[src/hdl/bdpa_pkg.sv]
`timescale 1ns / 1ps

package bdpa_pkg;

  localparam int OLD_DEPTH_DEF = 65536;
  localparam int OUTQ_DEPTH    = 3;
  localparam logic [31:0] SEEK_SIGN = 32'h8000_0000;

  typedef enum logic [1:0] {
    ACT_LOAD  = 2'd0,
    ACT_CTRL  = 2'd1,
    ACT_PATCH = 2'd2
  } act_t;

  typedef enum logic [1:0] {
    ST_OK         = 2'd0,
    ST_CORRUPT    = 2'd1,
    ST_UNEXPECTED = 2'd2
  } status_t;

  // register select values, decoded on paddr[2]
  localparam logic REG_OLD_SIZE = 1'b0;
  localparam logic REG_NEW_SIZE = 1'b1;

  typedef struct packed {
    logic        has_byte;
    logic [7:0]  byte_out;
    logic [31:0] byte_offset;
    status_t     status;
    logic        done_res;
  } res_t;

endpackage

[src/hdl/bdpa_result_if.sv]
`timescale 1ns / 1ps

interface bdpa_result_if;
  logic        valid;
  logic        ready;
  logic        has_byte;
  logic [7:0]  byte_out;
  logic [31:0] byte_offset;
  logic [1:0]  status;
  logic        done_res;

  modport source (output valid, has_byte, byte_out, byte_offset, status, done_res,
                  input ready);
  modport sink (input valid, has_byte, byte_out, byte_offset, status, done_res,
                output ready);
endinterface

[src/hdl/bdpa_outq.sv]
`timescale 1ns / 1ps

module bdpa_outq #(
  localparam int DEPTH = bdpa_pkg::OUTQ_DEPTH,
  localparam int PW = $clog2(DEPTH),
  localparam int CW = $clog2(DEPTH + 1)
) (
  input  logic           clk,
  input  logic           rst,
  input  logic           push_valid,
  input  bdpa_pkg::res_t push_res,
  output logic [CW-1:0]  count,
  bdpa_result_if.source  result
);

  bdpa_pkg::res_t entries [DEPTH];
  logic [PW-1:0]  wr_ptr, wr_ptr_next;
  logic [PW-1:0]  rd_ptr, rd_ptr_next;
  logic [CW-1:0]  count_next;
  logic           pop;
  bdpa_pkg::res_t head;

  assign pop  = result.valid && result.ready;
  assign head = entries[rd_ptr];

  assign result.valid       = count != '0;
  assign result.has_byte    = head.has_byte;
  assign result.byte_out    = head.byte_out;
  assign result.byte_offset = head.byte_offset;
  assign result.status      = head.status;
  assign result.done_res    = head.done_res;

  always_comb begin
    wr_ptr_next = wr_ptr;
    rd_ptr_next = rd_ptr;
    count_next  = count;
    if (push_valid) begin
      wr_ptr_next = (wr_ptr == PW'(DEPTH - 1)) ? '0 : wr_ptr + PW'(1);
    end
    if (pop) begin
      rd_ptr_next = (rd_ptr == PW'(DEPTH - 1)) ? '0 : rd_ptr + PW'(1);
    end
    count_next = count + CW'(push_valid) - CW'(pop);
  end

  always_ff @(posedge clk) begin
    if (rst) begin
      wr_ptr <= '0;
      rd_ptr <= '0;
      count  <= '0;
    end else begin
      wr_ptr <= wr_ptr_next;
      rd_ptr <= rd_ptr_next;
      count  <= count_next;
    end
  end

  always_ff @(posedge clk) begin
    if (push_valid) begin
      entries[wr_ptr] <= push_res;
    end
  end

endmodule

[src/flat_wrapper.sv]
// flat-port wrapper written by rule: the top's interface ports become plain ports
module bdpa_outq_flat 
#(
  localparam int DEPTH = bdpa_pkg::OUTQ_DEPTH,
  localparam int PW = $clog2(DEPTH),
  localparam int CW = $clog2(DEPTH + 1)
)
  (clk, rst, push_valid, push_res, count, result_valid, result_has_byte, result_byte_out, result_byte_offset, result_status, result_done_res, result_ready);
  bdpa_result_if result_i ();
  input  logic clk;
  input  logic rst;
  input  logic push_valid;
  input  bdpa_pkg::res_t push_res;
  output logic [CW-1:0] count;
  output wire logic [$bits(result_i.valid)-1:0] result_valid;
  output wire logic [$bits(result_i.has_byte)-1:0] result_has_byte;
  output wire logic [$bits(result_i.byte_out)-1:0] result_byte_out;
  output wire logic [$bits(result_i.byte_offset)-1:0] result_byte_offset;
  output wire logic [$bits(result_i.status)-1:0] result_status;
  output wire logic [$bits(result_i.done_res)-1:0] result_done_res;
  input wire logic [$bits(result_i.ready)-1:0] result_ready;
  assign result_valid = result_i.valid;
  assign result_has_byte = result_i.has_byte;
  assign result_byte_out = result_i.byte_out;
  assign result_byte_offset = result_i.byte_offset;
  assign result_status = result_i.status;
  assign result_done_res = result_i.done_res;
  assign result_i.ready = result_ready;
  bdpa_outq u_core (.clk(clk), .rst(rst), .push_valid(push_valid), .push_res(push_res), .count(count), .result(result_i));
endmodule
[config.mk]
export PLATFORM = sky130hd
export DESIGN_NAME = bdpa_outq_flat
export DESIGN_NICKNAME = d
export VERILOG_FILES = /design/src/hdl/bdpa_pkg.sv /design/src/hdl/bdpa_result_if.sv /design/src/hdl/bdpa_outq.sv /design/src/flat_wrapper.sv
export SDC_FILE = /design/constraint.sdc
export NUM_CORES = 1
export LEC_CHECK = 0
export BUFFER_PORTS_ARGS = -buffer_cell sky130_fd_sc_hd__buf_4
export CORE_ASPECT_RATIO = 0.6
export CORE_MARGIN = 5
export CORE_UTILIZATION = 50
export DETAILED_ROUTE_END_ITERATION = 6
export GPL_TIMING_DRIVEN = 0
export PLACE_DENSITY = 0.69
export SLEW_MARGIN = 20
export SYNTH_ARGS = -nofsm -noshare
export SYNTH_HDL_FRONTEND = slang
export SYNTH_SLANG_ARGS = --single-unit
[constraint.sdc]
create_clock -name clk -period 5.1 [get_ports clk]
set_input_delay 0.765 -clock clk [delete_from_list [all_inputs] [get_ports clk]]
set_output_delay 0.765 -clock clk [all_outputs]
set_load 0.02 [all_outputs]
Word level (Yosys, flattened, before mapping)
Memory sizes are Yosys's and may differ from the RTL's. A register that Yosys moved wholly into a read port is not among the register bits.
Cells that the tools add are included.
{ "classes": {"addsub": 4, "reduce_logical": 2, "multipliers": 0, "n_mux": 6, "n_div": 0, "shift": 0, "magnitude_cmp": 0, "n_eq_ne": 2, "bitwise_logic": 0} }
{ "ops": {"columns": ["cell", "count"], "rows": [
  ["2-bit 2-to-1 mux", 4],
  ["2-bit by 1-bit adder with 2-bit output (second input constant)", 2],
  ["2-bit == test (second input constant)", 2],
  ["2-bit by 1-bit adder with 2-bit output", 1],
  ["1-bit 2-to-1 mux", 2],
  ["2-bit nonzero test", 1],
  ["2-bit by 1-bit subtractor with 2-bit output", 1],
  ["1-bit logical AND", 1]
]} }
{ "word_totals": {"ram_bits": 132, "out_inout_bits": 47, "n_memories": 1, "in_bits": 48, "word_cells": 18, "latchBits": 0, "mem_bits_ro": 0, "ff_bits": 6} }
{ "mem_list": {"columns": ["name", "depth", "width", "rd", "rd_clocked_by_memory_dff", "write_ports", "line", "source"], "rows": [
  ["u_core.entries", 3, 44, 1, 1, 1, "bdpa_outq.sv:16", "bdpa_pkg::res_t entries [DEPTH];"]
]} }

Depth between registers and ports, before layout
{ "logic_depth": {"ltp_word": 4, "depth_mapped": 5} }

Worst setup path before layout
OpenSTA, ideal clock, no wires.
{ "synth_path": {"kind": "input port to flip-flop", "startpoint": "input port push_valid", "endpoint": "memory u_core.entries[0][0] (netlist bit), enable pin", "cell_stages": 1, "path_buffers": 0, "setup_slack_ns": 0.554, "t_arrival_ns": 4.034, "cell_sequence": "nor3b_1"} }
{ "synth_via": {"elab_chain_len": 2} }
{ "synth_lines": {"columns": ["item", "line", "source"], "rows": [
  ["start, declared", "flat_wrapper.sv:12", "input logic push_valid;"],
  ["1-bit 2-to-1 mux", "bdpa_outq.sv:59", "if (push_valid) begin"],
  ["1-bit 2-to-1 mux (implied by the code)", "bdpa_outq.sv:60", "entries[wr_ptr] <= push_res;"],
  ["end, declared", "bdpa_outq.sv:16", null]
]} }
Every way passes these cells.

==> flow_summary_export.csv <==
group,metric,value,unit
logic_synthesis,async_reset_ff_frac,0,
logic_synthesis,ys_seq_elements,140,
critical_path,rr_endpoint,"u_core.entries[0][17]",
sta,tightestPinTransition,0.7605,ns
logic_synthesis,yosysSeqAreaShare,0.7902,
die,io_pins,95,
sta,final.min_clock_period,2.632,ns
grt,antenna_found_initial,0,
placement,post-place-cells,552,
critical_path,worst_path_most_repeated_cell,"buf_2",
power,p_leak,2.392,nW
logic_synthesis,synth_fp_nets,366,
die,coreArea,10020,sq um
critical_path,cp-start-kind,"register",
final_layout,syn_to_final_growth,30.33,%
logic_synthesis,synth_top_area_share,0.7595,
sta,fin_skew,0.009441,ns
logic_synthesis,ys_types,20,
drt,drc,0,
logic_synthesis,yosysWarnings,0,
critical_path,r2r-start,"u_core.wr_ptr[1]",
power,powerDensity,423.1,nW/um^2
critical_path,cp-endpoint,"result_byte_offset[30]",
power,clockPowerShare,0.444,
power,power_switching,591.5,uW
logic_synthesis,synth_edf_count,132,
critical_path,slowest_stage,"dfxtp_1",
drt,wl,10320,microns
cts,cts_setup_buffers,0,
sta,slew-limit-headroom,0.4918,
critical_path,regToRegSetupSlack,3.17,ns
die,die-area,12650,sq um
sta,hold_violations,0,
sta,setup_viol,0,
grt,gr-usage-met1,0.2270,
cts,cts_tree,"built",
worst_hold_path,hp-class,"register to register",
die,placementRows,28,
placement,dp_hpwl,6840,microns
placement,port_buffers,93,
critical_path,cp_cell_sequence,"buf_2 -> buf_2 -> buf_2 -> nand2_1 -> o21ai_0 -> buf_4",
power,p_sw_frac,0.2055,
sta,min_period_over_period,0.5161,
logic_synthesis,synth_area,5219,sq um
grt,grt_max_degree,25,
cts,cts.sinks,140,
critical_path,slowest_delay,0.30,ns
die,die_h,89.14,microns
final_layout,final_util,0.6788,
power,comb_power_share,0.095,
grt,grt-busiest-layer,"met2",
grt,grtUsageMet2,0.2709,
placement,dp_slack,2.675,ns
critical_path,ff2ff_path_depth,4,
critical_path,critPathArrivalTime,1.87,ns
power,power.total,2.878,mW
sta,rsz0062_at_grt,"no",
final_layout,drive_above_1_share,0.3103,
logic_synthesis,synth_top_area_cell,"edfxtp_1",
logic_synthesis,yosys-top-cells-area,"edfxtp_1, mux2i_1, o21ai_0",
drt,drt_pass1_iterations,4,
cts,clk_pin_slew,0.05,ns
flow_run,cap_viol_max_count,0,
grt,grt_pass1_vias,3127,
critical_path,worst-path-max-fanout,10,
die,initial_core_util,0.5209,
critical_path,crit_path_end_kind,"primary output",
cts,post_cts_resize_count,0,
logic_synthesis,yosys-top-cells-count,"edfxtp_1, nand2_1, mux2i_1, o21ai_0, dfxtp_1",
grt,grt_usage,0.1764,
cts,cts-root-buf,"clkbuf_16",
grt,met3_usage,0.07376,
power,intPower,2.286,mW
placement,gp_congestion,0.7090,
sta,max_clock_freq,379.9,MHz
cts,cts-hold-fix-buffers,0,
drt,viasPerCell,5.105,
power,power_frac_seq,0.461,
grt,grt_pass1_wl,16270,microns
grt,grt_overflow,0,
logic_synthesis,syn_inst,317,
drt,vias,2976,
cts,clk_latency,0.41,ns
critical_path,path_class,"register to primary output",
sta,timing.hold.ws,0.5179,ns
logic_synthesis,synth_flop_cell,"edfxtp_1",
drt,first_iter_violations,190,
die,die_x,141.9,microns
final_layout,nets,485,
final_layout,final_cells,583,
critical_path,crit_required,4.34,ns
status,outcome,"completed",
sta,drv_slew,0,
sta,fin_ws,2.468,ns
power,irDropWorstVdd,255.3,uV
cts,clockBufferDepth,2,
cts,numCtsBuffers,17,
drt,wire_per_inst,17.70,microns
logic_synthesis,yosysMostFrequentCell,"edfxtp_1",
cts,h-tree-depth,4,
drt,postRouteAntennaNets,0,
logic_synthesis,syn_avg_cell_area,16.46,sq um
final_layout,num_antenna_cells,0,
layout make-up:
| class | count | area, sq um |
|---|---|---|
| plain buffers | 16 | 98.84 |
| clock buffers | 20 | 436.7 |
| well taps | 135 | 168.9 |
| repair buffers | 100 | 783.3 |
| inverters | 2 | 7.507 |
| multi-input cells | 159 | 1008 |
| clock inverters | 11 | 173.9 |
| flip-flops and latches | 140 | 4124 |
| fillers | 715 | 3218 |
sequential cells by signal (all words and copies together), names as in the netlist, named ones only:
signal / flops
u_core.entries: 132
u_core.count: 2
u_core.rd_ptr: 2
u_core.wr_ptr: 2
logic make-up (layout without fill, tap and decap cells):
logic type | count (synthesis) | count (layout) | synth area share
buffers and inverters | 18 | 149 | 0.02038
AO/OA/AOI/OAI | 51 | 51 | 0.04963
flip-flops | 140 | 140 | 0.7902
multiplexers | 47 | 47 | 0.09063
adder cells (fa/ha/maj) | 1 | 1 | 0.002397
AND/OR/NAND/NOR | 60 | 60 | 0.04675
worst max-delay path, delay by kind of cell (launching register included):
kind	cells	cell delay (ns)
buffers and inverters	4	0.93
AO/OA/AOI/OAI	1	0.13
AND/OR/NAND/NOR	1	0.09
flip-flops	1	0.30
routing by layer:
layer  part of all wire  wire, microns
met3              0.073            749
met4              0.012            121
met2               0.46           4731
met1               0.46           4715
met5                  0              0
cells in the final DEF, fill, tap and decap left out, drive strengths merged, types with 5 or more instances in the layout:
cell type,count
o21ai,46
dfxtp,8
a21oi,5
nor2,5
mux2i,45
clkinv,6
edfxtp,132
buf,109
bufinv,5
nand2,49
clkbuf,27
power by group through the flow:
stage / Clock [mW] / Combinational [mW] / Sequential, mW
3_5_place_dp: 0 / 0.277 / 1.35
4_1_cts: 1.30 / 0.278 / 1.33
6_report: 1.28 / 0.274 / 1.33
2_1_floorplan: 0 / 0.138 / 1.35
5_1_grt: 1.36 / 0.296 / 1.33
3_3_place_gp: 0 / 0.263 / 1.35
how the worst min path moves through the flow:
stage / startpoint / to / slack [ns] / depth (start not counted)
2_1_floorplan: u_core.rd_ptr[0] / register / 0.46 / 2
3_3_place_gp: u_core.rd_ptr[1] / u_core.rd_ptr[1] / 0.47 / 2
3_5_place_dp: u_core.rd_ptr[0] / register / 0.50 / 2
4_1_cts: u_core.rd_ptr[0] / register / 0.51 / 2
5_1_grt: push_res[13] / u_core.entries[1][13] / 0.52 / 1
6_report: u_core.rd_ptr[0] / register / 0.52 / 2
through the flow:
stage / cell area [sq um] / setup TNS (ns)
global placement: 6086 / -74.69
finish: 6802 / 0
detailed placement: 6191 / 0
global route: 6802 / 0
floorplan: 5219 / 0
CTS: 6802 / 0
(Power assumes the default switching activity.)
