### src/hdl/bdpa_ram.sv
`timescale 1ns / 1ps

module bdpa_ram #(
  parameter int WIDTH = 8,
  parameter int DEPTH = 16,
  localparam int AW = $clog2(DEPTH)
) (
  input  logic             clk,
  input  logic             we,
  input  logic [AW-1:0]    waddr,
  input  logic [WIDTH-1:0] wdata,
  input  logic             re,
  input  logic [AW-1:0]    raddr,
  output logic [WIDTH-1:0] rdata
);

  logic [WIDTH-1:0] mem [DEPTH];

  always_ff @(posedge clk) begin
    if (we) begin
      mem[waddr] <= wdata;
    end
    if (re) begin
      rdata <= mem[raddr];
    end
  end

endmodule

### config.mk
export PLATFORM = sky130hd
export DESIGN_NAME = bdpa_ram
export DESIGN_NICKNAME = d
export VERILOG_FILES = /design/src/hdl/bdpa_ram.sv
export SDC_FILE = /design/constraint.sdc
export NUM_CORES = 1
export LEC_CHECK = 0
export BUFFER_PORTS_ARGS = -buffer_cell sky130_fd_sc_hd__buf_2
export CORE_ASPECT_RATIO = 0.7
export CORE_UTILIZATION = 40
export CTS_CLUSTER_DIAMETER = 100
export DETAILED_ROUTE_END_ITERATION = 7
export HOLD_SLACK_MARGIN = 0.06
export PLACE_DENSITY_LB_ADDON = 0.25
export SYNTH_ARGS = -nofsm -noshare
export SYNTH_HDL_FRONTEND = slang
export SYNTH_SLANG_ARGS = --single-unit
### constraint.sdc
create_clock -name clk -period 2.3 [get_ports clk]
set_input_delay 0.23 -clock clk [delete_from_list [all_inputs] [get_ports clk]]
set_output_delay 0.23 -clock clk [all_outputs]
set_load 0.02 [all_outputs]
[After elaboration in Yosys (flattened, before gate mapping)]
Memories as Yosys holds them, arrays and structs flattened. A register that Yosys moved wholly into a read port is not among the register bits.
Index checks and enable logic that the tools add are counted.
Storage, ports and cells
  register bits after elaboration: 0
  bits in writable memories: 128
  input port bits: 19
  output and inout port bits: 8
  logic and storage cells: 3
  memories kept: 1
Memory list
  mem: words 16, width 8, read ports 1, clocked after Yosys merged registers in 1, wr ports 1, line 17  | logic [WIDTH-1:0] mem [DEPTH];
Cells by class
  mux-type cells: 2
Operators with widths (number)
  1-bit two-way mux: 2

[Longest topological paths before layout]
Gate-level depths: netlist (run 1).
  depth after elaboration: 2
  depth in mapped cells: 5
  mapped depth without buffers: 3

[Worst setup path after synthesis (run 1)]
Ideal clock, no wire load.
  path kind: in2reg
  start point: input port waddr[2]
  end point: memory mem[0][0], enable pin
  setup time: 383 ps
  arrival: 1340 ps
  required time: 1917 ps
  setup slack: 577 ps
  stages: 2
  path buffers: 0
  cells stage by stage: or3b_2 nor3_1
RTL lines
  start, declared: line 10  | input logic [AW-1:0] waddr,
  end, declared: line 17
No word-level cell before the write port.

==> impl_metrics.sql, run 1 <==
INSERT INTO impl_metrics (metric_group, metric, value, unit) VALUES
('status', 'status', 'complete, but fails checks', ''),
('status', 'failing_checks', 'DRC', ''),
('global_route', 'gr-usage-all-layers', '0.172', ''),
('worst_setup_path', 'cp-end-kind', 'flop', ''),
('yosys', 'sequential_share_of_the_synthesized_area', '0.781', ''),
('placement', 'routabilityCongestion', '0.726', ''),
('sta', 'timing.setup.tns', '0', 'ps'),
('global_route', 'grt_antenna_before_repair', '0', ''),
('worst_setup_path', 'path_class', 'input pin to flop', ''),
('yosys', 'syn-cell-area', '0.00523', 'mm^2'),
('yosys', 'netlist-cell-type-count', '18', ''),
('worst_hold_path', 'min_path_type', 'input pin to flop', ''),
('clock_tree', 'number_of_clock_sinks_seen_by_cts', '136', ''),
('clock_tree', 'clkLatencyLatePin', '410', 'ps'),
('worst_setup_path', 'worstReg2RegStart', 'mem[9][1]$_DFFE_PP_', ''),
('worst_setup_path', 'cp_num_cells', '5', ''),
('cells_and_area', 'fraction_of_final_layout_cells_with_drive_strength_greater_than_1', '0.326', ''),
('power_and_ir_drop', 'power_density', '952', 'mW/mm^2'),
('job', 'timing.max_cap.violations', '0', ''),
('die', 'top_level_ports', '27', ''),
('yosys', 'synth_area_per_cell', '22.8', 'um^2'),
('yosys', 'nets_in_the_synthesized_netlist', '248', ''),
('drt', 'remaining_drc_errors', '3', ''),
('power_and_ir_drop', 'vdd.ir_drop.worst', '514', 'uV'),
('cells_and_area', 'design.final.nets', '304', ''),
('die', 'die_area', '0.0135', 'mm^2'),
('clock_tree', 'postCtsHoldBufs', '0', ''),
('die', 'die_x', '139', 'um'),
('sta', 'max_freq', '668', 'MHz'),
('sta', 'max_slew.worst_pin.slew', '752', 'ps'),
('drt', 'vias', '2474', ''),
('drt', 'avgViaCountPerCell', '5.38', ''),
('sta', 'post-route-worst-setup-slack', '803', 'ps'),
('yosys', 'synth_warnings', '0', ''),
('clock_tree', 'cts-root-to-sink-buffers', '2', ''),
('worst_setup_path', 'cp_data_arrival_time', '1650', 'ps'),
('cells_and_area', 'post-route-util', '0.501', ''),
('placement', 'place.port_buffers', '26', ''),
('sta', 'period_needed', '1500', 'ps'),
('sta', 'final-hold-violation-count', '0', ''),
('sta', 'fin_crit_sh', '0.651', ''),
('clock_tree', 'clock_tree.htree_level_count', '4', ''),
('worst_setup_path', 'rr_worst_depth', '3', ''),
('drt', 'routed_wl', '10.6', 'mm'),
('worst_setup_path', 'critPathRequiredTime', '2450', 'ps'),
('global_route', 'grt_pass1_vias', '2431', ''),
('worst_setup_path', 'path_delay_family', 'multiplexers', ''),
('worst_setup_path', 'max_stage_delay', '570', 'ps'),
('power_and_ir_drop', 'leak_pwr', '2.14', 'nW'),
('placement', 'place_worst_setup_slack', '367', 'ps'),
('worst_setup_path', 'worst-path-max-fanout', '16', ''),
('worst_setup_path', 'slowest_stage', 'sky130_fd_sc_hd__mux4_1', ''),
('sta', 'finalClockSkew', '7.05', 'ps'),
('sta', 'setup_viol', '0', ''),
('sta', 'relSlewSlack', '0.497', ''),
('clock_tree', 'numCtsBuffers', '17', ''),
('sta', 'hold_slack', '207', 'ps'),
('clock_tree', 'cts_repair_resize_count', '0', ''),
('cells_and_area', 'area.growth.synth_to_final', '20.7', '%'),
('die', 'design.core.area', '0.0126', 'mm^2'),
('clock_tree', 'cts_post_setup_buffers_inserted', '0', ''),
('sta', 'final_max_slew_viol_count', '0', ''),
('die', 'initial_util', '0.415', ''),
('worst_setup_path', 'regToRegEndpoint', 'rdata[1]$_DFFE_PP_', ''),
('cells_and_area', 'postLayoutCellArea', '0.00631', 'mm^2'),
('worst_setup_path', 'crit_start', 'raddr[0]', ''),
('clock_tree', 'cts.root.buffer_cell', 'sky130_fd_sc_hd__clkbuf_16', ''),
('drt', 'detail_route.iter0.violations', '206', ''),
('yosys', 'netlist_instances', '229', ''),
('die', 'die_height', '97.6', 'um'),
('clock_tree', 'clock_tree_from_tritoncts', 'built', '');
==> stage by stage <==
step	power, W	cells
final	0.00601	460
after global routing	0.00619	460
after CTS	0.00607	460
after detailed placement	0.00314	428
after global placement	0.00313	428
after floorplan	0.00301	229
==> worst register-to-register path, delay by kind of cell (launching register included) <==
family	cells	cell delay, ps
DFF	1	360
and+or+nand+nor	1	80
muxes	1	550
AOI/OAI and AO/OA	1	240
==> layout by cell type, fill, tap and decap left out, drive strengths merged, types with 2 or more instances in the layout <==
cell,netlist,layout
buf,7,47
clkinv,0,5
clkinvlp,0,2
nand2,9,9
nand2b,2,2
inv,0,2
nor2,13,13
mux4,32,32
nand3b,2,2
bufinv,0,5
clkbuf,0,18
a22oi,16,16
edfxtp,136,136
nor3,4,4
==> cells by family (layout without fill, tap and decap cells) <==
group | after synthesis | in the layout | share of synthesized area
muxes | 32 | 32 | 0.148
buffers and inverters | 10 | 79 | 0.0165
DFF | 136 | 136 | 0.781
and+or+nand+nor | 35 | 35 | 0.0314
AOI/OAI and AO/OA | 16 | 16 | 0.0230
==> how the worst min path moves through the flow <==
stage / startpoint / cells after the start / slack [ps] / to
6_report: wdata[4] / 1 / 210 / mem[14][4]$_DFFE_PP_
5_1_grt: re / 1 / 190 / rdata[1]$_DFFE_PP_
4_1_cts: re / 1 / 190 / rdata[1]$_DFFE_PP_
3_5_place_dp: re / 1 / 620 / rdata[2]$_DFFE_PP_
3_3_place_gp: re / 1 / 610 / rdata[2]$_DFFE_PP_
2_1_floorplan: wdata[0] / 0 / 330 / mem[0][0]$_DFFE_PP_
==> final cells by class <==
class                      instances  area (um^2)
sequential                       136         4080
timing repair buffer              47          313
multi-input combinational         83         1060
fill                            1018         6280
clock inverter                    14          223
clock buffer                      18          429
tap                              162          203
==> state kept, by name, summed over array words and instances (netlist names) <==
register  flops
rdata         8
mem         128
==> layer usage <==
layer | wire, um | vias to the layer above | global-route usage
met5 | 0 | - | 0
met4 | 74 | 0 | 0.0615
met3 | 897 | 6 | 0.0473
met2 | 4720 | 83 | 0.236
met1 | 4910 | 1286 | 0.260
li1 | - | 1099 | -
==> Yosys cell counts (all sizes together) <==
library cell / count / area (um^2)
or3b: 1 / 8.76
nand2b: 2 / 12.5
edfxtp: 136 / 4080
buf: 7 / 56.3
nor3: 4 / 20.0
and2b: 1 / 7.51
nand3: 1 / 5.00
nand2: 9 / 33.8
mux4: 32 / 773
nor2: 13 / 48.8
nand3b: 2 / 15.0
a22oi: 16 / 120
and2: 1 / 6.26
clkdlybuf4s25: 3 / 30.0
nor2b: 1 / 6.26
==> power by group <==
group          total, W  switching (W)  internal, W
combinational  0.000271       0.000160     0.000111
sequential      0.00281      0.0000182      0.00279
clock           0.00292       0.000990      0.00193
total           0.00601        0.00117      0.00484
No activity file was read; power rests on OpenSTA's default activity.
==> inputs of run 2 (changes only) <==
==> constraint.sdc (replaced) <==
create_clock -name clk -period 1.4 [get_ports clk]
set_input_delay 0.14 -clock clk [delete_from_list [all_inputs] [get_ports clk]]
set_output_delay 0.14 -clock clk [all_outputs]
set_load 0.02 [all_outputs]
==> impl_metrics.sql, run 2 (synthesized netlist as in run 1, its figures left out) <==
INSERT INTO impl_metrics (metric_group, metric, value, unit) VALUES
('cells_and_area', 'largest_register', 'mem', ''),
('drt', 'avgRoutedWirePerCell', '22.7', 'um'),
('cells_and_area', 'layout.filler_cells', '1007', ''),
('drt', 'detail_route.iter0.violations', '143', ''),
('clock_tree', 'clkLatencyLatePin', '410', 'ps'),
('drt', 'avgViaCountPerCell', '5.40', ''),
('global_route', 'grt_remaining_overflow', '0', ''),
('global_route', 'grt_pass1_vias', '2568', ''),
('global_route', 'grt_antenna_before_repair', '0', ''),
('global_route', 'grt_use_met1', '0.258', ''),
('cells_and_area', 'diodes', '0', ''),
('status', 'failing_checks', 'DRC', ''),
('drt', 'drt_pass1_iterations', '8', ''),
('worst_setup_path', 'cp-end-kind', 'flop', ''),
('worst_setup_path', 'path_class', 'flop to flop', ''),
('die', 'initial_util', '0.415', ''),
('global_route', 'grt_pass1_wl', '16.0', 'mm'),
('global_route', 'grt_max_degree', '18', ''),
('sta', 'max_freq', '719', 'MHz'),
('drt', 'routed_wl', '10.5', 'mm'),
('clock_tree', 'clock_tree_from_tritoncts', 'built', ''),
('cells_and_area', 'reg.largest.list', 'mem (128), rdata (8)', ''),
('sta', 'fin_crit_sh', '0.994', ''),
('cells_and_area', 'layout.cells.most_common', 'sky130_fd_sc_hd__edfxtp_1', ''),
('sta', 'setup_viol', '0', ''),
('power_and_ir_drop', 'vdd.ir_drop.worst', '999', 'uV'),
('clock_tree', 'postCtsHoldBufs', '0', ''),
('worst_setup_path', 'cp_data_arrival_time', '1550', 'ps'),
('sta', 'relSlewSlack', '0.339', ''),
('worst_setup_path', 'reg2reg_slack', '9', 'ps'),
('global_route', 'met3_track_demand_over_resource_in_global_routing', '0.0572', ''),
('worst_setup_path', 'worst-path-max-fanout', '1', ''),
('clock_tree', 'worst_setup_hold_path_clk_slew', '60', 'ps'),
('global_route', 'grt_busiest_layer', 'met1', ''),
('placement', 'place.port_buffers', '26', ''),
('die', 'die_area', '0.0135', 'mm^2'),
('job', 'timing.max_cap.violations', '0', ''),
('clock_tree', 'number_of_clock_sinks_seen_by_cts', '136', ''),
('cells_and_area', 'postLayoutCellArea', '0.00636', 'mm^2'),
('worst_hold_path', 'min_path_type', 'input pin to flop', ''),
('clock_tree', 'cts.root.buffer_cell', 'sky130_fd_sc_hd__clkbuf_16', ''),
('sta', 'final_max_slew_viol_count', '0', ''),
('placement', 'inst_count_dp', '431', ''),
('sta', 'rsz0062_at_grt', 'true', ''),
('status', 'status', 'complete, but fails checks', ''),
('cells_and_area', 'layout.cells.non_filler', '463', ''),
('placement', 'place_area', '0.00570', 'mm^2'),
('placement', 'post-dp-hpwl', '6.67', 'mm'),
('drt', 'remaining_drc_errors', '2', ''),
('cells_and_area', 'design.final.nets', '307', ''),
('sta', 'timing.setup.tns', '0', 'ps'),
('die', 'die_height', '97.6', 'um'),
('clock_tree', 'numCtsBuffers', '17', ''),
('die', 'design.core.area', '0.0126', 'mm^2'),
('cells_and_area', 'layout.cells.most_common_list', 'sky130_fd_sc_hd__edfxtp_1, sky130_fd_sc_hd__mux4_2, sky130_fd_sc_hd__buf_2, sky130_fd_sc_hd__buf_4, sky130_fd_sc_hd__clkbuf_16', ''),
('die', 'die_x', '139', 'um'),
('placement', 'place_worst_setup_slack', '-291', 'ps'),
('die', 'fp-row-count', '34', ''),
('sta', 'final-hold-violation-count', '0', ''),
('clock_tree', 'cts-root-to-sink-buffers', '2', ''),
('cells_and_area', 'flip_flop_count_of_the_largest_register_all_copies_and_words_added', '128', ''),
('sta', 'period_needed', '1390', 'ps'),
('die', 'top_level_ports', '27', ''),
('power_and_ir_drop', 'leak_pwr', '2.13', 'nW'),
('drt', 'vias', '2501', ''),
('sta', 'max_slew.worst_pin.slew', '990', 'ps'),
('cells_and_area', 'fraction_of_final_layout_cells_with_drive_strength_greater_than_1', '0.395', ''),
('placement', 'routabilityCongestion', '0.731', ''),
('global_route', 'gr-usage-all-layers', '0.172', ''),
('drt', 'drt.antenna.violating_nets', '0', ''),
('cells_and_area', 'area.growth.synth_to_final', '21.6', '%'),
('worst_setup_path', 'crit_path_start_kind', 'flop', ''),
('global_route', 'met2_usage', '0.237', ''),
('sta', 'post-route-worst-setup-slack', '8.95', 'ps'),
('sta', 'finalClockSkew', '8.05', 'ps'),
('clock_tree', 'clock_tree.htree_level_count', '4', ''),
('worst_setup_path', 'critPathRequiredTime', '1560', 'ps'),
('power_and_ir_drop', 'power_density', '1570', 'mW/mm^2');
[run 2: routing by layer]
metal | wire length [um] | share of wire | vias up
met5 | 0 | 0 | -
met4 | 66 | 0.0063 | 0
met3 | 991 | 0.094 | 8
met2 | 4590 | 0.44 | 96
met1 | 4870 | 0.46 | 1308
li1 | - | - | 1089
[run 2: cell type report]
cell class	instances	area, um^2	area share
tap	162	203	0.0319
sequential	136	4080	0.642
timing repair buffer	50	348	0.0547
multi-input combinational	83	1070	0.168
clock inverter	14	228	0.0358
clock buffer	18	429	0.0675
[run 2: path summary, 6_finish.rpt]
kind,start,to,cells after the start
min reg2reg,mem[4][3]$_DFFE_PP_,rdata[3]$_DFFE_PP_,3
max,mem[10][1]$_DFFE_PP_,rdata[1]$_DFFE_PP_,3
min,re,rdata[4]$_DFFE_PP_,1
max reg2reg,mem[10][1]$_DFFE_PP_,rdata[1]$_DFFE_PP_,3
[run 2: where the power goes]
part	leakage (nW)	internal, W	switching, W	total (W)
combinational	0.570	0.000204	0.000279	0.000483
sequential	1.24	0.00459	0.0000287	0.00462
clock	0.319	0.00332	0.00158	0.00490
[run 2: worst max-delay path, cell delays in order, from the launching register on]
cell	delay [ps]
sky130_fd_sc_hd__edfxtp_1	380
sky130_fd_sc_hd__mux4_2	480
sky130_fd_sc_hd__a22oi_2	210
sky130_fd_sc_hd__nand2_1	70
[run 2: repair_timing]
item                                    4_1_cts  5_1_grt
resized for setup                            14        6
pin swaps                                     2        4
endpoints found under the setup margin        7        8
setup buffers                                 0        0
[run 2: metrics by stage]
| stage | utilization | hold slack (ps) | power, W |
|---|---|---|---|
| finish | 0.505 | 105 | 0.0100 |
| global route | 0.505 | 92.3 | 0.0103 |
| CTS | 0.505 | 92.9 | 0.0101 |
| detailed placement | 0.452 | 524 | 0.00517 |
| global placement | 0.452 | 521 | 0.00515 |
| floorplan | - | 239 | 0.00495 |
==> inputs of run 3 (changes only) <==
--- a/config.mk
+++ b/config.mk
@@ -11,7 +11,7 @@
 export CTS_CLUSTER_DIAMETER = 100
 export DETAILED_ROUTE_END_ITERATION = 7
 export HOLD_SLACK_MARGIN = 0.06
-export PLACE_DENSITY_LB_ADDON = 0.25
+export PLACE_DENSITY = 0.62
 export SYNTH_ARGS = -nofsm -noshare
 export SYNTH_HDL_FRONTEND = slang
 export SYNTH_SLANG_ARGS = --single-unit
==> impl_metrics.sql, run 3 (synthesized netlist as in run 1, its figures left out) <==
INSERT INTO impl_metrics (metric_group, metric, value, unit) VALUES
('status', 'status', 'complete, but fails checks', ''),
('clock_tree', 'clock_tree_from_tritoncts', 'built', ''),
('worst_hold_path', 'min_path_type', 'input pin to flop', ''),
('clock_tree', 'number_of_clock_sinks_seen_by_cts', '136', ''),
('drt', 'drt_pass1_iterations', '7', ''),
('sta', 'fin_crit_sh', '0.995', ''),
('power_and_ir_drop', 'vdd.ir_drop.worst', '980', 'uV'),
('drt', 'routed_wl', '10.5', 'mm'),
('job', 'timing.max_cap.violations', '0', ''),
('power_and_ir_drop', 'power_density', '1470', 'mW/mm^2'),
('clock_tree', 'numCtsBuffers', '17', ''),
('worst_setup_path', 'path_delay_family', 'multiplexers', ''),
('die', 'design.core.area', '0.0126', 'mm^2'),
('clock_tree', 'cts-root-to-sink-buffers', '2', ''),
('cells_and_area', 'flip_flop_count_of_the_largest_register_all_copies_and_words_added', '128', ''),
('drt', 'drt.antenna.violating_nets', '0', ''),
('drt', 'detail_route.iter0.violations', '215', ''),
('die', 'fp-row-count', '34', ''),
('status', 'failing_checks', 'DRC', ''),
('drt', 'avgViaCountPerCell', '5.40', ''),
('sta', 'post-route-worst-setup-slack', '6.73', 'ps'),
('global_route', 'grt_pass1_wl', '15.9', 'mm'),
('worst_setup_path', 'path_class', 'flop to flop', ''),
('die', 'die_height', '97.6', 'um'),
('sta', 'final_max_slew_viol_count', '0', ''),
('placement', 'place.port_buffers', '26', ''),
('cells_and_area', 'largest_register', 'mem', ''),
('worst_setup_path', 'cp_cell_sequence', 'mux4_2 -> a22oi_2 -> nand2_2', ''),
('sta', 'finalClockSkew', '7.26', 'ps'),
('cells_and_area', 'layout.cells.most_common_list', 'sky130_fd_sc_hd__edfxtp_1, sky130_fd_sc_hd__mux4_2, sky130_fd_sc_hd__buf_4, sky130_fd_sc_hd__buf_2, sky130_fd_sc_hd__clkbuf_16', ''),
('cells_and_area', 'area.growth.synth_to_final', '20.4', '%'),
('global_route', 'grt_antenna_before_repair', '0', ''),
('die', 'top_level_ports', '27', ''),
('clock_tree', 'cts.root.buffer_cell', 'sky130_fd_sc_hd__clkbuf_16', ''),
('placement', 'post-dp-hpwl', '6.90', 'mm'),
('worst_setup_path', 'slowest_stage', 'sky130_fd_sc_hd__mux4_2', ''),
('placement', 'place_worst_setup_slack', '-300', 'ps'),
('global_route', 'grt_max_degree', '17', ''),
('global_route', 'gr-usage-all-layers', '0.170', ''),
('global_route', 'grt_remaining_overflow', '0', ''),
('sta', 'max_freq', '718', 'MHz'),
('clock_tree', 'clkLatencyLatePin', '410', 'ps'),
('die', 'die_x', '139', 'um'),
('worst_setup_path', 'worst-path-max-fanout', '1', ''),
('worst_setup_path', 'crit_path_start_kind', 'flop', ''),
('sta', 'final-hold-violation-count', '0', ''),
('drt', 'remaining_drc_errors', '6', ''),
('drt', 'vias', '2527', ''),
('placement', 'routabilityCongestion', '0.764', ''),
('cells_and_area', 'diodes', '0', ''),
('worst_setup_path', 'cp-end-kind', 'flop', ''),
('cells_and_area', 'layout.cells.non_filler', '468', ''),
('drt', 'avgRoutedWirePerCell', '22.4', 'um'),
('worst_setup_path', 'cp_data_arrival_time', '1540', 'ps'),
('global_route', 'grt_pass1_vias', '2572', ''),
('cells_and_area', 'design.final.nets', '313', ''),
('worst_setup_path', 'critPathRequiredTime', '1550', 'ps'),
('sta', 'period_needed', '1390', 'ps'),
('die', 'die_area', '0.0135', 'mm^2'),
('cells_and_area', 'reg.largest.list', 'mem (128), rdata (8)', ''),
('power_and_ir_drop', 'leak_pwr', '2.10', 'nW'),
('clock_tree', 'worst_setup_hold_path_clk_slew', '60', 'ps'),
('cells_and_area', 'layout.cells.most_common', 'sky130_fd_sc_hd__edfxtp_1', ''),
('worst_setup_path', 'reg2reg_slack', '7', 'ps'),
('sta', 'setup_viol', '0', ''),
('clock_tree', 'clock_tree.htree_level_count', '4', ''),
('sta', 'relSlewSlack', '0.344', ''),
('placement', 'inst_count_dp', '437', ''),
('die', 'initial_util', '0.415', ''),
('cells_and_area', 'fraction_of_final_layout_cells_with_drive_strength_greater_than_1', '0.408', ''),
('sta', 'max_slew.worst_pin.slew', '982', 'ps'),
('sta', 'rsz0062_at_grt', 'true', ''),
('worst_setup_path', 'max_stage_delay', '470', 'ps'),
('worst_setup_path', 'worstPathBufferInverterCount', '0', '');
## run 3: cell count changes in the layout (fill, tap and decap cells not counted), moves of 2 or more
cell / before / now
sky130_fd_sc_hd__clkbuf_1: 1 / 3
sky130_fd_sc_hd__buf_4: 21 / 27
sky130_fd_sc_hd__bufinv_16: 6 / 2
sky130_fd_sc_hd__clkinv_2: 3 / 5
## run 3: repair_timing
| item | CTS | global route |
|---|---|---|
| pin swaps | 4 | 7 |
| hold buffers | 0 | 0 |
| buffers inserted | 0 | 0 |
| endpoints found under the setup margin | 8 | 6 |
| gates resized for setup | 15 | 8 |
| endpoints found under the hold margin | 0 | 0 |
## run 3: final timing paths
path                              from                  to  cells after the start
setup / recovery  mem[10][4]$_DFFE_PP_  rdata[4]$_DFFE_PP_                      3
hold / removal                      re  rdata[3]$_DFFE_PP_                      1
setup reg to reg  mem[10][4]$_DFFE_PP_  rdata[4]$_DFFE_PP_                      3
hold reg to reg   mem[15][7]$_DFFE_PP_  rdata[7]$_DFFE_PP_                      3
## run 3: layer usage
metal | part of all wire | wire length (um) | up-vias | global-route usage
met4 | 0.011 | 115 | 0 | 0.0692
met5 | 0 | 0 | - | 0
li1 | - | - | 1101 | -
met1 | 0.47 | 4930 | 1309 | 0.256
met2 | 0.44 | 4600 | 105 | 0.228
met3 | 0.082 | 856 | 12 | 0.0513
## run 3: layout make-up
cell class | instances | area [um^2]
Multi-Input combinational cell | 83 | 1070
Fill cell | 1035 | 6300
Tap cell | 162 | 203
Clock inverter | 11 | 108
Clock buffer | 20 | 437
Timing Repair Buffer | 56 | 393
Sequential cell | 136 | 4080
## run 3: metrics by stage
| step | power, W | TNS (ps) | cell area [um^2] | hold slack [ps] | util |
|---|---|---|---|---|---|
| CTS | 0.00932 | -40.6 | 6300 | 82.0 | 0.500 |
| floorplan | 0.00495 | -236 | 5240 | 239 | - |
| global placement | 0.00516 | -1580 | 5740 | 519 | 0.456 |
| global route | 0.00959 | -106 | 6290 | 81.4 | 0.500 |
| detailed placement | 0.00517 | -1870 | 5740 | 516 | 0.456 |
| finish | 0.00926 | 0 | 6290 | 105 | 0.500 |
## run 3: worst register-to-register path, stage by stage (launching register included)
cell and delay (ps):
sky130_fd_sc_hd__edfxtp_1 360, sky130_fd_sc_hd__mux4_2 470, sky130_fd_sc_hd__a22oi_2 200, sky130_fd_sc_hd__nand2_2 100
## run 3: power breakdown
part           switching, W  total [W]  leakage (nW)  internal [W]
clock network       0.00157    0.00415         0.264       0.00258
registers         0.0000285    0.00462          1.24       0.00459
logic              0.000279   0.000493         0.596      0.000214
total               0.00188    0.00926          2.10       0.00738
