**config.mk**
```make
export PLATFORM = sky130hd
export DESIGN_NAME = bdpa_core_flat
export DESIGN_NICKNAME = d
export VERILOG_FILES = /design/src/hdl/bdpa_pkg.sv /design/src/hdl/bdpa_patch_if.sv /design/src/hdl/bdpa_core.sv /design/src/flat_wrapper.sv
export SDC_FILE = /design/constraint.sdc
export NUM_CORES = 1
export LEC_CHECK = 0
export BUFFER_PORTS_ARGS = -buffer_cell sky130_fd_sc_hd__buf_2
export CAP_MARGIN = 10
export CORE_ASPECT_RATIO = 1.4
export CORE_MARGIN = 5
export CORE_UTILIZATION = 45
export DETAILED_ROUTE_END_ITERATION = 8
export PLACE_DENSITY = 0.67
export SLEW_MARGIN = 10
export SYNTH_ARGS = -nofsm -noshare
export SYNTH_HDL_FRONTEND = slang
export SYNTH_SLANG_ARGS = --single-unit
```
**constraint.sdc**
```tcl
create_clock -name clk -period 8.5 [get_ports clk]
set_input_delay 0.85 -clock clk [delete_from_list [all_inputs] [get_ports clk]]
set_output_delay 0.85 -clock clk [all_outputs]
set_load 0.05 [all_outputs]
```
**src/hdl/bdpa_pkg.sv**
```systemverilog
`timescale 1ns / 1ps

package bdpa_pkg;

  localparam int OLD_DEPTH_DEF = 65536;
  localparam int OUTQ_DEPTH    = 3;
  localparam logic [31:0] SEEK_SIGN = 32'h8000_0000;

  typedef enum logic [1:0] {
    ACT_LOAD  = 2'd0,
    ACT_CTRL  = 2'd1,
    ACT_PATCH = 2'd2
  } act_t;

  typedef enum logic [1:0] {
    ST_OK         = 2'd0,
    ST_CORRUPT    = 2'd1,
    ST_UNEXPECTED = 2'd2
  } status_t;

  // register select values, decoded on paddr[2]
  localparam logic REG_OLD_SIZE = 1'b0;
  localparam logic REG_NEW_SIZE = 1'b1;

  typedef struct packed {
    logic        has_byte;
    logic [7:0]  byte_out;
    logic [31:0] byte_offset;
    status_t     status;
    logic        done_res;
  } res_t;

endpackage

```
**src/hdl/bdpa_patch_if.sv**
```systemverilog
`timescale 1ns / 1ps

interface bdpa_patch_if;
  logic        valid;
  logic        ready;
  logic [1:0]  action;
  logic [15:0] old_addr;
  logic [7:0]  byte_in;
  logic [31:0] add_len;
  logic [31:0] mov_len;
  logic [31:0] seek_word;

  modport source (output valid, action, old_addr, byte_in, add_len, mov_len, seek_word,
                  input ready);
  modport sink (input valid, action, old_addr, byte_in, add_len, mov_len, seek_word,
                output ready);
endinterface

```
**src/hdl/bdpa_core.sv**
```systemverilog
`timescale 1ns / 1ps

module bdpa_core #(
  parameter int OLD_DEPTH = bdpa_pkg::OLD_DEPTH_DEF,
  localparam int AW = $clog2(OLD_DEPTH),
  localparam int QCW = $clog2(bdpa_pkg::OUTQ_DEPTH + 1)
) (
  input  logic               clk,
  input  logic               rst,
  bdpa_patch_if.sink         patch,
  input  logic [16:0]        old_size,
  input  logic [31:0]        new_size,
  output logic               ram_we,
  output logic [AW-1:0]      ram_waddr,
  output logic [7:0]         ram_wdata,
  output logic               ram_re,
  output logic [AW-1:0]      ram_raddr,
  input  logic [7:0]         ram_rdata,
  input  logic [QCW-1:0]     q_count,
  output logic               push_valid,
  output bdpa_pkg::res_t     push_res
);

  logic [31:0] new_pos, new_pos_next;
  logic [31:0] old_pos, old_pos_next;
  logic [31:0] diff_left, diff_left_next;
  logic [31:0] extra_left, extra_left_next;
  logic [31:0] pending_seek, pending_seek_next;
  logic        corrupt_flag, corrupt_flag_next;

  logic           s1_valid, s1_valid_next;
  bdpa_pkg::res_t s1_res, s1_res_next;
  logic           s1_add, s1_add_next;

  logic        accept;
  logic [31:0] step;
  logic [33:0] sum_all;
  logic [32:0] pos_end;
  logic        in_range;
  logic        load_ok;
  bdpa_pkg::act_t act;

  // leave room in the queue for the item in stage 1 and the one taken now
  assign patch.ready = ((QCW+1)'(q_count) + (QCW+1)'(s1_valid))
                       < (QCW+1)'(bdpa_pkg::OUTQ_DEPTH);
  assign accept = patch.valid && patch.ready;
  assign act    = bdpa_pkg::act_t'(patch.action);

  assign step     = patch.seek_word[31] ? (bdpa_pkg::SEEK_SIGN - patch.seek_word)
                                        : patch.seek_word;
  assign sum_all  = 34'(new_pos) + 34'(patch.add_len) + 34'(patch.mov_len);
  assign pos_end  = 33'(new_pos) + 33'd1;
  assign in_range = (old_pos < 32'(old_size)) && (old_pos < 32'(OLD_DEPTH));
  assign load_ok  = 32'(patch.old_addr) < 32'(OLD_DEPTH);

  // Loads write and patch bytes read at the accepting edge, in item order, so
  // a read never overlaps a pending write.
  assign ram_waddr = AW'(patch.old_addr);
  assign ram_wdata = patch.byte_in;
  assign ram_raddr = AW'(old_pos);

  always_comb begin
    new_pos_next      = new_pos;
    old_pos_next      = old_pos;
    diff_left_next    = diff_left;
    extra_left_next   = extra_left;
    pending_seek_next = pending_seek;
    corrupt_flag_next = corrupt_flag;
    s1_valid_next     = 1'b0;
    s1_res_next       = '0;
    s1_add_next       = 1'b0;
    ram_we            = 1'b0;
    ram_re            = 1'b0;
    if (accept) begin
      unique case (act)
        bdpa_pkg::ACT_LOAD: begin
          ram_we = load_ok;
        end
        bdpa_pkg::ACT_CTRL: begin
          if (corrupt_flag) begin
            s1_valid_next      = 1'b1;
            s1_res_next.status = bdpa_pkg::ST_CORRUPT;
          end else if (diff_left != 32'd0 || extra_left != 32'd0) begin
            s1_valid_next      = 1'b1;
            s1_res_next.status = bdpa_pkg::ST_UNEXPECTED;
          end else if (sum_all > 34'(new_size)) begin
            corrupt_flag_next  = 1'b1;
            s1_valid_next      = 1'b1;
            s1_res_next.status = bdpa_pkg::ST_CORRUPT;
          end else begin
            diff_left_next    = patch.add_len;
            extra_left_next   = patch.mov_len;
            pending_seek_next = step;
            if (patch.add_len == 32'd0) begin
              old_pos_next = old_pos + step;
            end
          end
        end
        bdpa_pkg::ACT_PATCH: begin
          s1_valid_next = 1'b1;
          if (corrupt_flag) begin
            s1_res_next.status = bdpa_pkg::ST_CORRUPT;
          end else if (diff_left != 32'd0) begin
            s1_res_next.has_byte    = 1'b1;
            s1_res_next.byte_out    = patch.byte_in;
            s1_res_next.byte_offset = new_pos;
            s1_res_next.status      = bdpa_pkg::ST_OK;
            s1_res_next.done_res    = pos_end == 33'(new_size);
            s1_add_next             = in_range;
            ram_re                  = in_range;
            new_pos_next            = new_pos + 32'd1;
            diff_left_next          = diff_left - 32'd1;
            // apply the seek as the diff run closes
            old_pos_next = old_pos + 32'd1 + ((diff_left == 32'd1) ? pending_seek : 32'd0);
          end else if (extra_left != 32'd0) begin
            s1_res_next.has_byte    = 1'b1;
            s1_res_next.byte_out    = patch.byte_in;
            s1_res_next.byte_offset = new_pos;
            s1_res_next.status      = bdpa_pkg::ST_OK;
            s1_res_next.done_res    = pos_end == 33'(new_size);
            new_pos_next            = new_pos + 32'd1;
            extra_left_next         = extra_left - 32'd1;
          end else begin
            s1_res_next.status = bdpa_pkg::ST_UNEXPECTED;
          end
        end
        default: begin
          s1_valid_next      = 1'b1;
          s1_res_next.status = bdpa_pkg::ST_UNEXPECTED;
        end
      endcase
    end
  end

  always_ff @(posedge clk) begin
    if (rst) begin
      new_pos      <= '0;
      old_pos      <= '0;
      diff_left    <= '0;
      extra_left   <= '0;
      pending_seek <= '0;
      corrupt_flag <= 1'b0;
      s1_valid     <= 1'b0;
    end else begin
      new_pos      <= new_pos_next;
      old_pos      <= old_pos_next;
      diff_left    <= diff_left_next;
      extra_left   <= extra_left_next;
      pending_seek <= pending_seek_next;
      corrupt_flag <= corrupt_flag_next;
      s1_valid     <= s1_valid_next;
    end
  end

  always_ff @(posedge clk) begin
    s1_res <= s1_res_next;
    s1_add <= s1_add_next;
  end

  // stage 1 always drains into the queue; the old byte arrives this cycle
  always_comb begin
    push_valid = s1_valid;
    push_res   = s1_res;
    if (s1_add) begin
      push_res.byte_out = s1_res.byte_out + ram_rdata;
    end
  end

endmodule

```
**src/flat_wrapper.sv**
```systemverilog
// flat-port wrapper written by rule: the top's interface ports become plain ports
module bdpa_core_flat 
#(
  parameter int OLD_DEPTH = bdpa_pkg::OLD_DEPTH_DEF,
  localparam int AW = $clog2(OLD_DEPTH),
  localparam int QCW = $clog2(bdpa_pkg::OUTQ_DEPTH + 1)
)
  (clk, rst, old_size, new_size, ram_we, ram_waddr, ram_wdata, ram_re, ram_raddr, ram_rdata, q_count, push_valid, push_res, patch_valid, patch_action, patch_old_addr, patch_byte_in, patch_add_len, patch_mov_len, patch_seek_word, patch_ready);
  bdpa_patch_if patch_i ();
  input  logic clk;
  input  logic rst;
  input  logic [16:0] old_size;
  input  logic [31:0] new_size;
  output logic ram_we;
  output logic [AW-1:0] ram_waddr;
  output logic [7:0] ram_wdata;
  output logic ram_re;
  output logic [AW-1:0] ram_raddr;
  input  logic [7:0] ram_rdata;
  input  logic [QCW-1:0] q_count;
  output logic push_valid;
  output bdpa_pkg::res_t push_res;
  input wire logic [$bits(patch_i.valid)-1:0] patch_valid;
  input wire logic [$bits(patch_i.action)-1:0] patch_action;
  input wire logic [$bits(patch_i.old_addr)-1:0] patch_old_addr;
  input wire logic [$bits(patch_i.byte_in)-1:0] patch_byte_in;
  input wire logic [$bits(patch_i.add_len)-1:0] patch_add_len;
  input wire logic [$bits(patch_i.mov_len)-1:0] patch_mov_len;
  input wire logic [$bits(patch_i.seek_word)-1:0] patch_seek_word;
  output wire logic [$bits(patch_i.ready)-1:0] patch_ready;
  assign patch_i.valid = patch_valid;
  assign patch_i.action = patch_action;
  assign patch_i.old_addr = patch_old_addr;
  assign patch_i.byte_in = patch_byte_in;
  assign patch_i.add_len = patch_add_len;
  assign patch_i.mov_len = patch_mov_len;
  assign patch_i.seek_word = patch_seek_word;
  assign patch_ready = patch_i.ready;
  bdpa_core #(.OLD_DEPTH(OLD_DEPTH)) u_core (.clk(clk), .rst(rst), .patch(patch_i), .old_size(old_size), .new_size(new_size), .ram_we(ram_we), .ram_waddr(ram_waddr), .ram_wdata(ram_wdata), .ram_re(ram_re), .ram_raddr(ram_raddr), .ram_rdata(ram_rdata), .q_count(q_count), .push_valid(push_valid), .push_res(push_res));
endmodule
```
---- Word level (Yosys, flattened, before mapping) ----
Index checks and enable logic that the tools add are counted.
word-level totals
  bits of input ports ..................... 184
  register bits ........................... 207
  word-level logic and storage cells ...... 109
  output and inout bits ................... 88
cells by class
  $add $sub $neg .......................... 12
  equality and inequality tests ........... 12
  reductions and logical operators ........ 17
  magnitude comparators ................... 4
  bitwise operators ....................... 5
  mux-type cells .......................... 46
operators with widths
  operator                count
  $mux 32                 21
  $pmux 32 s2             3
  $add 32x1->32 const B   2
  $add 32x32->32          2
  $reduce_bool 32->1      2
  $sub 32x1->32 const B   2
  $mux 44                 1
  $mux 41                 1
  $add 34x32->34          1
  $gt 34x32->1            1
  $add 32x1->33 const B   1
  $add 32x32->33          1
  $eq 33x32->1            1
  $eq 32x1->1 const B     1
  $logic_not 32->1        1
  $lt 32x17->1            1
  $lt 32x17->1 const B    1
  $sub 32x32->32 const A  1
  $reduce_and 8->1        2
  $mux 1                  13
  $ne 2x2->1 const B      5
  $add 8x8->8             1
  $mux 2                  4
  $mux 8                  1
  18 further kinds        26

---- Logic depth before layout (Yosys ltp) ----
Gate-level depths: netlist (run 1).
  word-level depth ........................ 8
  gate-level depth with buffers ........... 36
  gate-level depth less buffers ........... 34

---- Worst setup path after synthesis (run 1) ----
No wires, ideal clock.
  path type ............................... in2reg
  start ................................... input port patch_add_len[1]
  end ..................................... register u_core.old_pos[17]
  stages on the path ...................... 32
  data required time ...................... 8.384 ns
  path slack .............................. 1.007 ns
  buffers on the path ..................... 2
  data arrival time ....................... 7.377 ns
  cells stage by stage .................... ha_1 a21o_1 a21oi_1 o211ai_1 a31o_2 a31o_2 a2111o_1 a31o_2 a21oi_1 xnor2_1 ha_1 a21o_1 a21o_1 a221o_1 a41oi_1 o21bai_1 a211oi_1 o21bai_1 a21oi_1 xnor2_1 ha_1 a211o_1 a221oi_1 nand4_1 o211ai_1 nand4_1 o221ai_1 and4b_1 clkbuf_1 clkbuf_1 o211ai_1 o211a_1
between the ends
  longest elaborated chain between the ends .. 5
  elaborated cells on any way between the ends .. 7
ends and longest elaborated chain
  element                                line                RTL
  from (decl)                            flat_wrapper.sv:27  input wire logic [$bits(patch_i.add_len)-1:0] patch_add_len;
  $add 32x32->33                         bdpa_core.sv:51     assign sum_all = 34'(new_pos) + 34'(patch.add_len) + 34'(patch.mov_len);
  $add 34x32->34                         bdpa_core.sv:51
  $gt 34x32->1                           bdpa_core.sv:86     end else if (sum_all > 34'(new_size)) begin
  $ne 2x2->1 (no source line)            -
  $reduce_and 8->1 (no source line) (*)  -
  to (signal assigned)                   bdpa_core.sv:146    old_pos <= old_pos_next;
  to (decl)                              bdpa_core.sv:25     logic [31:0] old_pos, old_pos_next;
Every way passes the cells marked *; elsewhere a longest branch is shown, timed or not.
A chain may end at the register's enable or synchronous reset.

---- Worst setup path after layout (run 1) ----
  start ................................... input port patch_add_len[1]
  end ..................................... register u_core.old_pos[18]
Same word-level chain as after synthesis.

==> results of run 1 <==
state kept, by name, summed over array words and instances, names as in the netlist:
signal and count:
u_core.push_res 36, u_core.diff_left 32, u_core.extra_left 32, u_core.new_pos 32, u_core.old_pos 32, u_core.pending_seek 32
u_core.s1_res 8, u_core.corrupt_flag 1, u_core.push_valid 1, u_core.s1_add 1
path summary, 6_finish.rpt:
check	slack, ns	startpoint	cells past startpoint	endpoint
worst max register to register	0.68	u_core.new_pos[3]	33	u_core.old_pos[18]
worst min-delay path	0.47	u_core.diff_left[19]	2	u_core.diff_left[19]
worst max-delay path	0.66	patch_add_len[1]	34	u_core.old_pos[18]
worst min register to register	0.47	u_core.diff_left[19]	2	u_core.diff_left[19]
through the flow:
stage,total power [mW],worst slack [ns]
floorplan,1.825,1.007
global route,3.422,0.04751
detailed placement,2.114,0.07270
CTS,3.260,0.5220
finish,3.246,0.6601
global placement,2.092,0.1728
final cells by class:
type | instances | share of cell area
clock inverters | 12 | 0.007732
clock buffers | 31 | 0.03197
well taps | 552 | 0.03209
repair buffers | 270 | 0.06883
multi-input cells | 2059 | 0.6474
diodes | 1 | 0.0001163
flip-flops and latches | 207 | 0.1926
inverters | 110 | 0.01924
cells in the final DEF (no fill, tap or decap), types with 16 or more instances in the layout:
master,Yosys,routed
clkbuf_16,0,25
o21a_1,29,29
xor2_1,77,77
buf_4,76,28
nand2_1,189,189
and3_1,23,23
dfxtp_1,207,206
nand2b_1,36,36
inv_1,109,108
ha_1,195,194
nand3_1,64,62
a21o_1,77,77
nor2b_1,19,19
a31oi_1,17,17
xnor2_1,145,145
o21ai_0,150,150
and2_1,77,77
o32ai_1,20,20
or3_1,19,19
a21oi_1,244,243
nor2_1,234,234
o211ai_1,17,17
nor3_1,60,60
nand4_1,40,40
a211oi_1,42,41
nor4_1,43,42
mux2i_1,42,42
or4_1,16,16
buf_2,1,238
timing repair:
action | CTS | global route
setup endpoints to repair | 0 | 39
buffers inserted | 0 | 1
gates resized for setup | 0 | 4
cell families after synthesis:
logic type,count (synthesis),share of synthesized area
and+or+nand+nor,863,0.2204
DFF,207,0.2134
xor gates and xnor gates,222,0.1001
adders and majority gates,200,0.1308
buffers and inverters,292,0.07121
AOI/OAI and AO/OA,722,0.2365
muxes,52,0.02745
metal layers:
metal	vias up	wire length [um]	share of wire
li1	9373	-	-
met1	8930	24550	0.40
met2	625	30600	0.49
met3	161	3345	0.054
met4	0	3495	0.056
met5	-	0	0
worst reg2reg max path: cells and delay by family, from the launching register on:
family / cells / cell delay [ns]
and+or+nand+nor: 6 / 1.02
DFF: 1 / 0.53
xor gates and xnor gates: 2 / 0.26
AOI/OAI and AO/OA: 19 / 4.47
buffers and inverters: 3 / 0.55
adders and majority gates: 3 / 0.90
report_power, final:
group	total (mW)	switching (mW)	leakage [nW]	internal, mW
sequential	1.04	0.0410	1.68	1.00
combinational	1.07	0.666	7.84	0.401
clock	1.14	0.445	0.423	0.690
total	3.25	1.15	9.94	2.09
==> summary.md, run 1 <==
| Metric | Value |
|---|---|
| Status | finished, final reports clean |
| Synth async-reset ratio | 0 |
| FILL cells | 4177 |
| Post-synth cell types | 71 |
| Area after DPL | 20640 um2 |
| Minimum clock period | 7.840 ns |
| Vias in the first global route | 18.70k |
| Total GRT Usage | 0.2489 |
| Port buffer count | 239 |
| GR Util met3 | 0.02488 |
| Syn_nets | 2942 |
| Die H | 255.8 um |
| Final Core Density | 0.5016 |
| Worst EP arrival | 8.29 ns |
| Yosys warns | 0 |
| Pin count of the biggest net entering global routing | 77 |
| Synthesized cell area | 19410 um2 |
| Final Slew Violations | 0 |
| Worst Tran Pin Value | 1.121 ns |
| CP max stage cell | a2111o_1 |
| Post-Syn Area per Cell | 7.590 um2 |
| Top cells by count, synth | 244 x a21oi_1, 234 x nor2_1, 207 x dfxtp_1 |
| PwrDens | 150.8 nW/um2 |
| Worst hold path class | register to register |
| Met2 track demand over resource | 0.4502 |
| 1st-iter DRT viols | 1267 |
| Post-route ant nets | 0 |
| WL final | 61.99 mm |
| H-tree depth | 1 |
| CP peak stage delay | 0.39 ns |
| Sequential element share of the synthesized area | 0.2134 |
| Critical path data required time | 8.95 ns |
| Die area | 47460 um2 |
| Wirelength per Cell | 19.12 um |
| Top cell type's share of synthesized area | 0.2134 |
| Vias per inst | 5.888 |
| CTS sink count | 207 |
| Area leader, netlist | dfxtp_1 |
| GP Congestion | 0.9875 |
| Clk slew on worst S/H paths | 0.06 ns |
| Multi-input gate area | 13930 um2 |
| CTS Buffer Depth | 3 |
| # setup viols final | 0 |
| Type of the worst setup path | input pin to register |
| Syn Inst Count | 2558 |
| Initial core utilization | 0.4525 |
| Layout net count | 3056 |
| Worst Path Buf+Inv | 4 |
| FF+latch area | 4145 um2 |
| Final hold vios | 0 |
| Synth top area cells | dfxtp_1 21%, ha_1 13%, xnor2_1 6.5% |
| TritonRoute pass-1 iters | 6 |
| CTS Buf Count | 24 |
| Met1 Use GR | 0.2866 |
| Predominant post-synthesis flop cell | dfxtp_1 |
| Max Cap Violations | 0 |
| Final Cell Area | 21520 um2 |
| Io pins | 272 |
| Period utilisation layout | 0.9223 |
| Leakage | 9.944 nW |
| Global route hottest layer | met2 |
| Startpoint types | input pin |
| Largest delay share family, worst path | compound AO/OA/AOI/OAI gates |
| Crit Path Max Fanout | 34 |
| Sum Neg Setup Slack | 0 ns |
| Core ar. | 42900 um2 |
| RSZ-0062 raised after global routing | false |
| Post-synth EDFFs | 0 |
| Peak supply drop | 0.1346 mV |
| Layout area overhead | 10.85% |
| Number of buffers inserted by hold repair at cts | 0 |
| CP endpoint kind | register |
| Clock skew | 0.01785 ns |
| Dpl hpwl | 49.01 mm |
| Finished Layout Cells | 3242 |
| CTS tree | built |
| Most frequent cell after synthesis | a21oi_1 |
| GRT overflow | 0 |
| Die extent in x | 185.6 um |
| Placed Cells | 3197 |
| Max-slew headroom | 0.2455 |
| Fraction of layout cells with a size suffix above 1 | 0.1369 |
| Root Driver | clkbuf_16 |
| DRC | 0 |
| # rows | 90 |
| Max Clock Freq | 0.1276 GHz |
| Clock Latency Late Sink | 0.55 ns |
| Vias after detailed routing | 19.09k |
| Global-route wire length before repair | 96.59 mm |
| Hold WS | 0.4724 ns |
| Synth Register Bits | 207 |
| Initial antenna violation count | 2 |
Power figures use the tool's default switching activity.
==> run 2: changes to the inputs <==
CTS_BUF_LIST = sky130_fd_sc_hd__clkbuf_16   (was not set)
==> summary.md, run 2 (same netlist as run 1, synthesis figures left out) <==
| Metric | Value |
|---|---|
| Area after DPL | 20640 um2 (unchanged) |
| PwrDens | 149.3 nW/um2 (-1.0%) |
| Type of the worst setup path | input pin to register |
| Core ar. | 42900 um2 (unchanged) |
| Max-slew headroom | 0.2494 (+0.003860) |
| Max FFs per register | 36 (unchanged) |
| Placed Cells | 3197 (unchanged) |
| Startpoint types | input pin |
| # setup viols final | 0 (unchanged) |
| Clock Latency Late Sink | 0.55 ns (about the same) |
| # rows | 90 (unchanged) |
| NetSw | 1.151 mW (about the same) |
| Combinational fraction of design power | 0.332 (+0.003) |
| Initial antenna violation count | 2 (unchanged) |
| Worst EP arrival | 8.29 ns (about the same) |
| FILL cells | 4180 (+0.072%) |
| Cell Int Power | 2.056 mW (-1.8%) |
| Total GRT Usage | 0.2488 (about the same) |
| Fraction of layout cells with a size suffix above 1 | 0.1354 (-0.001488) |
| Wirelength per Cell | 19.06 um (-0.30%) |
| Final Slew Violations | 0 (unchanged) |
| Sum Neg Setup Slack | 0 ns (unchanged) |
| Post-route ant nets | 0 (unchanged) |
| Vias per inst | 5.889 (about the same) |
| CTS Buf Count | 24 (unchanged) |
| CTS tree | built |
| Minimum clock period | 7.842 ns (+0.001784 ns) |
| Die extent in x | 185.6 um (unchanged) |
| CTS sink count | 207 (unchanged) |
| Period utilisation layout | 0.9226 (about the same) |
| Seq pwr share | 0.326 (+0.004) |
| Peak supply drop | 0.1346 mV (about the same) |
| Number of buffers inserted by hold repair at cts | 0 (unchanged) |
| Root Driver | clkbuf_16 |
| H-tree depth | 1 (unchanged) |
| Port buffer count | 239 (unchanged) |
| Io pins | 272 (unchanged) |
| Crit Path Max Fanout | 34 (unchanged) |
| Final Cell Area | 21480 um2 (-0.19%) |
| Layout area overhead | 10.65% |
| Layout net count | 3056 (unchanged) |
| Commonest non-fill, non-tap cell in the layout | a21oi_1 |
| Die area | 47460 um2 (unchanged) |
| Max Clock Freq | 0.1275 GHz (about the same) |
| RSZ-0062 raised after global routing | false |
| 1st-iter DRT viols | 1270 (+0.24%) |
| CP max stage cell | a2111o_1 |
| Commonest non-fill, non-tap cells in the layout | 243 x a21oi_1, 238 x buf_2, 234 x nor2_1 |
| Sw Share | 0.3589 (+0.004068) |
| GRT overflow | 0 (unchanged) |
| CP endpoint kind | register |
| Final hold vios | 0 (unchanged) |
| Clock skew | 0.01648 ns (-0.001371 ns) |
| Worst hold path class | register to register |
| Finished Layout Cells | 3242 (unchanged) |
| Clock network power share | 0.342 (-0.008) |
| Pin count of the biggest net entering global routing | 77 (unchanged) |
| Initial core utilization | 0.4525 (unchanged) |
| Worst Tran Pin Value | 1.116 ns (-0.005737 ns) |
| TritonRoute pass-1 iters | 5 (-1) |
| WL final | 61.80 mm (-0.30%) |
| Leakage | 9.929 nW (-0.14%) |
| Vias after detailed routing | 19.09k (+0.016%) |
| Final Core Density | 0.5007 (-0.0009330) |
| Global-route wire length before repair | 96.52 mm (about the same) |
| Vias in the first global route | 18.69k (-0.070%) |
| Status | finished, final reports clean |
| Die H | 255.8 um (unchanged) |
| Max Cap Violations | 0 (unchanged) |
| DRC | 0 (unchanged) |
| Clk slew on worst S/H paths | 0.06 ns (about the same) |
| CP peak stage delay | 0.39 ns (about the same) |
| CTS Buffer Depth | 3 (unchanged) |
| Dpl hpwl | 49.01 mm (unchanged) |
| GP Congestion | 0.9875 (unchanged) |
| Critical path data required time | 8.95 ns (about the same) |
[run 2: changes by cell type in the layout (fill, tap and decap cells not counted)]
cell,change
inv_1,+2
clkinv_1,+4
clkbuf_8,-4
clkbuf_1,-2
[run 2: final timing paths]
path / from / end / slack [ns] / cells after the start
worst max-delay path: patch_add_len[1] / u_core.old_pos[18] / 0.66 / 34
worst min-delay path: u_core.diff_left[19] / u_core.diff_left[19] / 0.47 / 2
worst max register to register: u_core.new_pos[3] / u_core.old_pos[18] / 0.67 / 33
worst min register to register: u_core.diff_left[19] / u_core.diff_left[19] / 0.47 / 2
[run 2: power groups by stage]
stage | Clock (mW) | Sequential, mW | Combinational (mW)
6_report | 1.10 | 1.04 | 1.07
5_1_grt | 1.16 | 1.05 | 1.18
4_1_cts | 1.12 | 1.04 | 1.06
3_5_place_dp | 0 | 1.06 | 1.05
3_3_place_gp | 0 | 1.06 | 1.03
2_1_floorplan | 0 | 1.05 | 0.774
[run 2: critical path, delay by kind of cell]
| kind | cells | cell delay (ns) |
|---|---|---|
| XOR/XNOR | 2 | 0.24 |
| AND/OR/NAND/NOR | 4 | 0.63 |
| buffers and inverters | 4 | 0.68 |
| AO/OA/AOI/OAI | 21 | 4.98 |
| adder cells (fa/ha/maj) | 3 | 0.85 |
[run 2: layout make-up]
class / count / area, um2 / area share
antenna: 1 / 2.502 / 0.0001165
clock buffer: 25 / 625.6 / 0.02912
clock inverter: 18 / 188.9 / 0.008795
inverter: 110 / 414.1 / 0.01928
multi-input combinational: 2059 / 13930 / 0.6486
sequential: 207 / 4145 / 0.1930
tap: 552 / 690.7 / 0.03215
timing repair buffer: 270 / 1481 / 0.06896
[run 2: per-layer routing]
layer	global-route usage	routed length, um
met4	0.1260	3505
met3	0.02531	3407
met2	0.4499	30550
met1	0.2861	24340
met5	0	0
[run 2: repair_timing]
action	4_1_cts	5_1_grt
gates resized for setup	0	4
setup endpoints to repair	0	39
hold endpoints to repair	0	0
setup buffers	0	1
[run 2: stage by stage]
stage          hold WS, ns  setup WS [ns]  power [mW]
2_1_floorplan       0.4321          1.007       1.825
6_report            0.4724         0.6583       3.207
4_1_cts             0.4767         0.5220       3.220
3_3_place_gp        0.4546         0.1728       2.092
3_5_place_dp        0.4575        0.07270       2.114
5_1_grt             0.4954        0.04751       3.382
